[config.mk]
export PLATFORM = sky130hd
export DESIGN_NAME = base64_stream_encoder_core_flat
export DESIGN_NICKNAME = d
export VERILOG_FILES = /design/src/sv/b64e_pkg.sv /design/src/sv/b64e_if.sv /design/src/sv/b64e_front.sv /design/src/sv/b64e_fifo.sv /design/src/sv/b64e_back.sv /design/src/sv/base64_stream_encoder_core.sv /design/src/flat_wrapper.sv
export SDC_FILE = /design/constraint.sdc
export NUM_CORES = 1
export LEC_CHECK = 0
export ABC_AREA = 0
export BUFFER_PORTS_ARGS = -buffer_cell sky130_fd_sc_hd__buf_2
export CAP_MARGIN = 5
export CORE_UTILIZATION = 25
export CTS_CLUSTER_SIZE = 14
export DETAILED_ROUTE_END_ITERATION = 8
export GPL_TIMING_DRIVEN = 0
export PLACE_DENSITY = 0.47
export SLEW_MARGIN = 20
export SYNTH_ARGS = -nofsm -noshare
export SYNTH_HDL_FRONTEND = slang
export SYNTH_SLANG_ARGS = --single-unit
[constraint.sdc]
create_clock -name clk_i -period 5.4 [get_ports clk_i]
set_clock_uncertainty 0.1 [all_clocks]
set_input_delay 0.54 -clock clk_i [delete_from_list [all_inputs] [get_ports clk_i]]
set_output_delay 0.54 -clock clk_i [all_outputs]
set_load 0.005 [all_outputs]
[src/sv/b64e_pkg.sv]
package b64e_pkg;

  localparam int unsigned ByteW   = 8;
  localparam int unsigned CharW   = 7;
  localparam int unsigned SextetW = 6;
  localparam int unsigned GroupW  = 3 * ByteW;

  // ASCII '=' used for padding positions
  localparam logic [CharW-1:0] PadChar = 7'h3D;

  // One 3-byte group, left aligned and zero padded, as handed from front to back.
  typedef struct packed {
    logic [GroupW-1:0] word;
    logic [1:0]        nbytes;  // 1..3 valid bytes
    logic              last;    // group ends the message
  } group_t;

  // Standard alphabet: A-Z, a-z, 0-9, '+', '/'
  function automatic logic [CharW-1:0] sextet_to_char(input logic [SextetW-1:0] idx);
    logic [CharW-1:0] c;
    c = {1'b0, idx};
    if (idx < 6'd26) begin
      c = 7'h41 + {1'b0, idx};
    end else if (idx < 6'd52) begin
      c = 7'h61 + {1'b0, idx - 6'd26};
    end else if (idx < 6'd62) begin
      c = 7'h30 + {1'b0, idx - 6'd52};
    end else if (idx == 6'd62) begin
      c = 7'h2B;
    end else begin
      c = 7'h2F;
    end
    return c;
  endfunction

endpackage

[src/sv/b64e_if.sv]
interface b64e_byte_if import b64e_pkg::*; ();
  logic             valid;
  logic             ready;
  logic [ByteW-1:0] data_byte;
  logic             final_byte;

  modport source (output valid, output data_byte, output final_byte, input ready);
  modport sink   (input valid, input data_byte, input final_byte, output ready);
endinterface

interface b64e_char_if import b64e_pkg::*; ();
  logic             valid;
  logic             ready;
  logic [CharW-1:0] code_char;
  logic             end_of_message;

  modport source (output valid, output code_char, output end_of_message, input ready);
  modport sink   (input valid, input code_char, input end_of_message, output ready);
endinterface

[src/sv/b64e_front.sv]
module b64e_front import b64e_pkg::*; (
  input  logic             clk_i,
  input  logic             rst_ni,
  input  logic             valid_i,
  output logic             ready_o,
  input  logic [ByteW-1:0] data_byte_i,
  input  logic             final_byte_i,
  input  logic             q_full_i,
  output logic             push_o,
  output group_t           group_o
);

  logic [2*ByteW-1:0] held_q, held_d;
  logic [1:0]         cnt_q, cnt_d;
  logic [1:0]         have;
  logic [1:0]         count;
  logic               accept;
  logic               complete;
  logic [GroupW-1:0]  joined;

  assign ready_o  = !q_full_i;
  assign accept   = valid_i && ready_o;
  assign have     = (cnt_q == 2'd3) ? 2'd2 : cnt_q;
  assign count    = have + 2'd1;
  assign complete = (count == 2'd3) || final_byte_i;
  assign joined   = {held_q, data_byte_i};
  assign push_o   = accept && complete;

  always_comb begin
    group_o.nbytes = count;
    group_o.last   = final_byte_i;
    case (count)
      2'd1:    group_o.word = {data_byte_i, {(2*ByteW){1'b0}}};
      2'd2:    group_o.word = {held_q[ByteW-1:0], data_byte_i, {ByteW{1'b0}}};
      default: group_o.word = joined;
    endcase
  end

  always_comb begin
    held_d = held_q;
    cnt_d  = cnt_q;
    if (accept) begin
      if (complete) begin
        held_d = '0;
        cnt_d  = '0;
      end else begin
        held_d = {held_q[ByteW-1:0], data_byte_i};
        cnt_d  = count;
      end
    end
  end

  always_ff @(posedge clk_i or negedge rst_ni) begin
    if (!rst_ni) begin
      held_q <= '0;
      cnt_q  <= '0;
    end else begin
      held_q <= held_d;
      cnt_q  <= cnt_d;
    end
  end

endmodule

[src/sv/b64e_fifo.sv]
module b64e_fifo import b64e_pkg::*; #(
  parameter int unsigned Depth = 2
) (
  input  logic   clk_i,
  input  logic   rst_ni,
  input  logic   push_i,
  input  group_t wdata_i,
  output logic   full_o,
  input  logic   pop_i,
  output logic   empty_o,
  output group_t rdata_o
);

  localparam int unsigned PtrW = (Depth > 1) ? $clog2(Depth) : 1;
  localparam int unsigned CntW = $clog2(Depth + 1);
  localparam logic [PtrW-1:0] LastPtr = PtrW'(Depth - 1);
  localparam logic [CntW-1:0] FullCnt = CntW'(Depth);

  group_t            slots_q [Depth];
  logic [PtrW-1:0]   wr_ptr_q, rd_ptr_q;
  logic [CntW-1:0]   cnt_q;
  logic              do_push, do_pop;

  assign full_o  = (cnt_q == FullCnt);
  assign empty_o = (cnt_q == '0);
  assign do_push = push_i && !full_o;
  assign do_pop  = pop_i && !empty_o;
  assign rdata_o = slots_q[rd_ptr_q];

  always_ff @(posedge clk_i) begin
    if (do_push) begin
      slots_q[wr_ptr_q] <= wdata_i;
    end
  end

  always_ff @(posedge clk_i or negedge rst_ni) begin
    if (!rst_ni) begin
      wr_ptr_q <= '0;
      rd_ptr_q <= '0;
      cnt_q    <= '0;
    end else begin
      if (do_push) begin
        wr_ptr_q <= (wr_ptr_q == LastPtr) ? '0 : wr_ptr_q + PtrW'(1);
      end
      if (do_pop) begin
        rd_ptr_q <= (rd_ptr_q == LastPtr) ? '0 : rd_ptr_q + PtrW'(1);
      end
      case ({do_push, do_pop})
        2'b10:   cnt_q <= cnt_q + CntW'(1);
        2'b01:   cnt_q <= cnt_q - CntW'(1);
        default: cnt_q <= cnt_q;
      endcase
    end
  end

endmodule

[src/sv/b64e_back.sv]
module b64e_back import b64e_pkg::*; (
  input  logic             clk_i,
  input  logic             rst_ni,
  input  logic             q_empty_i,
  input  group_t           group_i,
  output logic             pop_o,
  output logic             valid_o,
  input  logic             ready_i,
  output logic [CharW-1:0] code_char_o,
  output logic             end_of_message_o
);

  group_t             cur_q;
  logic               cur_valid_q;
  logic [1:0]         pos_q;
  logic               out_valid_q;
  logic [CharW-1:0]   char_q;
  logic               eom_q;
  logic               advance;
  logic               load;
  logic [SextetW-1:0] sextet;
  logic [CharW-1:0]   next_char;

  assign advance = cur_valid_q && (!out_valid_q || ready_i);
  assign load    = !q_empty_i && (!cur_valid_q || (advance && pos_q == 2'd3));
  assign pop_o   = load;

  always_comb begin
    case (pos_q)
      2'd0:    sextet = cur_q.word[23:18];
      2'd1:    sextet = cur_q.word[17:12];
      2'd2:    sextet = cur_q.word[11:6];
      default: sextet = cur_q.word[5:0];
    endcase
  end

  // positions past the number of bytes are padding
  assign next_char = (pos_q > cur_q.nbytes) ? PadChar : sextet_to_char(sextet);

  always_ff @(posedge clk_i) begin
    if (load) begin
      cur_q <= group_i;
    end
    if (advance) begin
      char_q <= next_char;
      eom_q  <= cur_q.last && (pos_q == 2'd3);
    end
  end

  always_ff @(posedge clk_i or negedge rst_ni) begin
    if (!rst_ni) begin
      cur_valid_q <= 1'b0;
      pos_q       <= '0;
      out_valid_q <= 1'b0;
    end else begin
      if (load) begin
        cur_valid_q <= 1'b1;
        pos_q       <= '0;
      end else if (advance) begin
        pos_q <= pos_q + 2'd1;
        if (pos_q == 2'd3) begin
          cur_valid_q <= 1'b0;
        end
      end
      if (advance) begin
        out_valid_q <= 1'b1;
      end else if (ready_i) begin
        out_valid_q <= 1'b0;
      end
    end
  end

  assign valid_o          = out_valid_q;
  assign code_char_o      = char_q;
  assign end_of_message_o = eom_q;

endmodule

[src/sv/base64_stream_encoder_core.sv]
// Streaming base64 encoder, standard alphabet with '=' padding.
// byte_i (sink): one raw message byte per beat; final_byte marks the last
//   byte of a message and flushes a partial group.
// char_o (source): one ASCII character per beat; end_of_message is set on
//   the last character of a message (a data char or the closing '=').
// Every completed group (three bytes, or fewer at final_byte) yields
//   exactly four characters; bytes that do not close a group yield none.
// Path: the beat that closes a group writes it into the group queue; the
//   back end loads it and registers each character for char_o.
// Throughput: the back end emits one character per cycle while char_o is
//   ready, four per group, so the character serializer is the limit.
//   byte_i.ready drops only when the group queue (QueueDepth entries) is
//   full.
// Stall: a stalled char_o beat holds in the output register while the back
//   end waits; the front keeps taking bytes until the queue fills.
// Reset (rst_ni low, async): drops pending bytes, empties the queue and
//   clears the output valid. No clearing pass is needed.
module base64_stream_encoder_core import b64e_pkg::*; #(
  parameter int unsigned QueueDepth = 2
) (
  input  logic        clk_i,
  input  logic        rst_ni,
  b64e_byte_if.sink   byte_i,
  b64e_char_if.source char_o
);

  group_t front_group;
  group_t back_group;
  logic   push;
  logic   pop;
  logic   q_full;
  logic   q_empty;

  // Front: gathers bytes into groups of three, closes groups on final_byte
  b64e_front u_front (
    .clk_i        (clk_i),
    .rst_ni       (rst_ni),
    .valid_i      (byte_i.valid),
    .ready_o      (byte_i.ready),
    .data_byte_i  (byte_i.data_byte),
    .final_byte_i (byte_i.final_byte),
    .q_full_i     (q_full),
    .push_o       (push),
    .group_o      (front_group)
  );

  // Group queue decoupling front and back
  b64e_fifo #(
    .Depth (QueueDepth)
  ) u_fifo (
    .clk_i   (clk_i),
    .rst_ni  (rst_ni),
    .push_i  (push),
    .wdata_i (front_group),
    .full_o  (q_full),
    .pop_i   (pop),
    .empty_o (q_empty),
    .rdata_o (back_group)
  );

  // Back: serializes each group into four characters
  b64e_back u_back (
    .clk_i            (clk_i),
    .rst_ni           (rst_ni),
    .q_empty_i        (q_empty),
    .group_i          (back_group),
    .pop_o            (pop),
    .valid_o          (char_o.valid),
    .ready_i          (char_o.ready),
    .code_char_o      (char_o.code_char),
    .end_of_message_o (char_o.end_of_message)
  );

endmodule

[src/flat_wrapper.sv]
// flat-port wrapper written by rule: the top's interface ports become plain ports
module base64_stream_encoder_core_flat import b64e_pkg::*;
#(
  parameter int unsigned QueueDepth = 2
)
  (clk_i, rst_ni, byte_i_valid, byte_i_data_byte, byte_i_final_byte, byte_i_ready, char_o_valid, char_o_code_char, char_o_end_of_message, char_o_ready);
  b64e_byte_if byte_i_i ();
  b64e_char_if char_o_i ();
  input  logic clk_i;
  input  logic rst_ni;
  input wire logic [$bits(byte_i_i.valid)-1:0] byte_i_valid;
  input wire logic [$bits(byte_i_i.data_byte)-1:0] byte_i_data_byte;
  input wire logic [$bits(byte_i_i.final_byte)-1:0] byte_i_final_byte;
  output wire logic [$bits(byte_i_i.ready)-1:0] byte_i_ready;
  output wire logic [$bits(char_o_i.valid)-1:0] char_o_valid;
  output wire logic [$bits(char_o_i.code_char)-1:0] char_o_code_char;
  output wire logic [$bits(char_o_i.end_of_message)-1:0] char_o_end_of_message;
  input wire logic [$bits(char_o_i.ready)-1:0] char_o_ready;
  assign byte_i_i.valid = byte_i_valid;
  assign byte_i_i.data_byte = byte_i_data_byte;
  assign byte_i_i.final_byte = byte_i_final_byte;
  assign byte_i_ready = byte_i_i.ready;
  assign char_o_valid = char_o_i.valid;
  assign char_o_code_char = char_o_i.code_char;
  assign char_o_end_of_message = char_o_i.end_of_message;
  assign char_o_i.ready = char_o_ready;
  base64_stream_encoder_core #(.QueueDepth(QueueDepth)) u_core (.clk_i(clk_i), .rst_ni(rst_ni), .byte_i(byte_i_i), .char_o(char_o_i));
endmodule
==> flow_summary.json <==
{
  "status": "completed",
  "maxCapViolCount": 0,
  "clkLatencyLatePin_ps": 410,
  "antenna_cells": 0,
  "clock_path_buffers": 2,
  "slew_headroom_pct": 54.5,
  "netlist_instances": 399,
  "cts_sinks": 115,
  "final_cell_mix": "89 x edfxtp_1, 60 x nand2_1, 29 x o21ai_0, 27 x mux2_2, 26 x dfrtp_1",
  "routed_wirelength_mm": 10.3,
  "setup_tns_ps": 0,
  "route.detailed.drc": 0,
  "die_area_sq_um": 21300,
  "grt_pass1_vias": 3260,
  "tightest_slew_ps": 682,
  "vias": 3130,
  "slew_violations": 0,
  "yosysSeqAreaShare_pct": 64.1,
  "synth_nets": 427,
  "hp-class": "in2async",
  "syn_area_per_cell_sq_um": 13.0,
  "cp-start-kind": "flop",
  "hold_viol": 0,
  "drtIter0Drc": 198,
  "hold_ws_ps": 51.2,
  "final_area_sq_um": 6300,
  "cts_setup_buffers": 0,
  "design.core.area_sq_um": 20300,
  "rrSetupSlack_ps": 1540,
  "synth_warnings": 0,
  "rsz0062_at_grt": "no",
  "r2r-end": "u_core.u_back.code_char_o[4]",
  "finalSetupViolations": 0,
  "via_per_inst": 4.32,
  "port_buffers": 22,
  "overflow": 0,
  "ys_ff_latch": 115,
  "reg2reg_from": "u_core.u_back.pos_q[0]",
  "fin_util_pct": 31.0,
  "final.min_clock_period_ps": 3860,
  "grt_pass1_wl_mm": 17.0,
  "critical_path_required_ps": 5450,
  "cts_hold_buf": 0,
  "row_count": 52,
  "grtUsageTotal_pct": 10.5,
  "synth_cell_type_count": 50,
  "synthArstFlopShare_pct": 22.6,
  "fmax_mhz": 259,
  "worst-path-max-fanout": 9,
  "leakagePower_nw": 2.30,
  "powerDensity_nw_per_um2": 651,
  "endpoint_kind": "flop",
  "reg2regPathDepth": 11,
  "cts_buffers": 17,
  "worst-setup-path-type": "reg2reg",
  "io_pins": 23,
  "drive_gt1_share_pct": 20.9,
  "initial_core_util_pct": 25.5,
  "area_delta_synth_final_pct": 21.6,
  "avgRoutedWirePerCell_um": 14.2,
  "hpwl_mm": 7.30,
  "firstDrtPassIters": 4,
  "synth_top_flop_cell": "edfxtp_1",
  "cts_resized": 0,
  "cts-root-buf": "clkbuf_16",
  "die-width_um": 146,
  "clk_pin_slew_ps": 60,
  "cts_tree": "yes",
  "mostFrequentLayoutCell": "edfxtp_1",
  "ant_nets": 0,
  "die_h_um": 146,
  "grt_max_degree": 28,
  "synth_edf_count": 89,
  "antenna_found_initial": 0,
  "syn_area_sq_um": 5180,
  "ir_drop_uv": 284,
  "placed_cell_area_sq_um": 5700,
  "final_nets": 470,
  "place.gp.congestion": 0.775,
  "htreeDepth": 4,
  "finalCritPeriodShare_pct": 71.5,
  "cp.arrival_ps": 3910
}
kinds of logic after synthesis:
group                      after synthesis  synth area share [%]
xor gates and xnor gates                15                  2.54
muxes                                   39                  8.26
adders and majority gates               16                  3.84
DFF                                    115                  64.1
and+or+nand+nor                        107                  9.61
buffers and inverters                   33                  2.46
AOI/OAI and AO/OA                       74                  9.15
where the power goes:
part	internal [mW]	leakage (nW)	total (mW)	switching, mW
clock	0.736	0.293	1.14	0.399
combinational	0.646	0.851	1.57	0.922
sequential	1.30	1.16	1.40	0.0961
Yosys cell counts, types with 2 or more instances:
cell type | count | share of area [%]
ha_1 | 15 | 3.6
clkbuf_1 | 13 | 0.94
a31oi_1 | 3 | 0.36
a21oi_1 | 10 | 0.97
edfxtp_1 | 89 | 52
nand2b_1 | 4 | 0.48
xnor2_1 | 10 | 1.7
dfrtp_1 | 26 | 13
inv_1 | 13 | 0.94
o21ai_0 | 29 | 2.8
o21a_1 | 2 | 0.29
nand2_1 | 60 | 4.3
nand3_1 | 3 | 0.29
and2_1 | 10 | 1.2
mux2i_1 | 11 | 2.1
o211ai_1 | 3 | 0.43
a22o_1 | 4 | 0.68
nor2b_1 | 6 | 0.72
a222oi_1 | 5 | 0.97
xor2_1 | 5 | 0.85
nand3b_1 | 4 | 0.58
a21o_1 | 2 | 0.29
inv_2 | 3 | 0.22
nor2_1 | 12 | 0.87
buf_2 | 3 | 0.29
a211oi_1 | 2 | 0.29
mux2_2 | 27 | 5.9
o21ai_1 | 3 | 0.29
through the flow:
stage	total power, mW	instances	setup WS [ps]
after floorplan	2.55	399	2180
final	4.10	725	1540
after CTS	4.15	725	1510
after detailed placement	2.99	693	1540
after global placement	2.94	691	1280
after global routing	4.38	725	1260
worst max-delay path by stage:
| stage | slack, ps | from | endpoint |
|---|---|---|---|
| floorplan | 2180 | char_o_ready | u_core.u_fifo.cnt_q[1] |
| global placement | 1280 | char_o_ready | u_core.u_fifo.cnt_q[1] |
| global route | 1260 | u_core.u_back.pos_q[0] | u_core.u_back.code_char_o[4] |
| CTS | 1510 | u_core.u_back.pos_q[0] | u_core.u_back.code_char_o[4] |
| finish | 1540 | u_core.u_back.pos_q[0] | u_core.u_back.code_char_o[4] |
| detailed placement | 1540 | u_core.u_back.pos_q[0] | u_core.u_back.code_char_o[4] |
sequential cells by signal, summed over array words and instances (netlist names):
register	count
u_core.u_fifo.wr_ptr_q	1
u_core.u_back.cur_q	27
u_core.u_back.pos_q	2
u_core.u_fifo.rd_ptr_q	1
u_core.u_fifo.slots_q	54
u_core.u_front.cnt_q	2
u_core.u_back.valid_o	1
u_core.u_back.code_char_o	7
u_core.u_back.cur_valid_q	1
u_core.u_fifo.cnt_q	2
u_core.u_front.held_q	16
u_core.u_back.end_of_message_o	1
layout make-up:
type                            count  area, sq um
Tap cell                          270          338
Inverter                           17         63.8
Clock buffer                       19          443
Multi-Input combinational cell    251         1750
Fill cell                        2080        14000
Sequential cell                   115         3320
Buffer                             16         63.8
Clock inverter                     13          155
Timing Repair Buffer               24          165
routing by layer:
layer  routed length (um)  GRT usage, %  vias up
met2                 5020          17.4       45
met3                  301          3.26       15
met1                 4870          12.9     1522
li1                     -             -     1548
met5                    0             0        -
met4                  138          3.47        0
critical path, cell delays in order, from the launching register on:
cell,delay [ps]
dfrtp_1,400
inv_1,130
ha_1,330
a222oi_1,640
mux2i_2,330
inv_2,170
ha_1,150
inv_1,60
a211oi_1,540
a21boi_0,250
o32ai_1,120
a311o_1,370
Power figures use the tool's default switching activity.
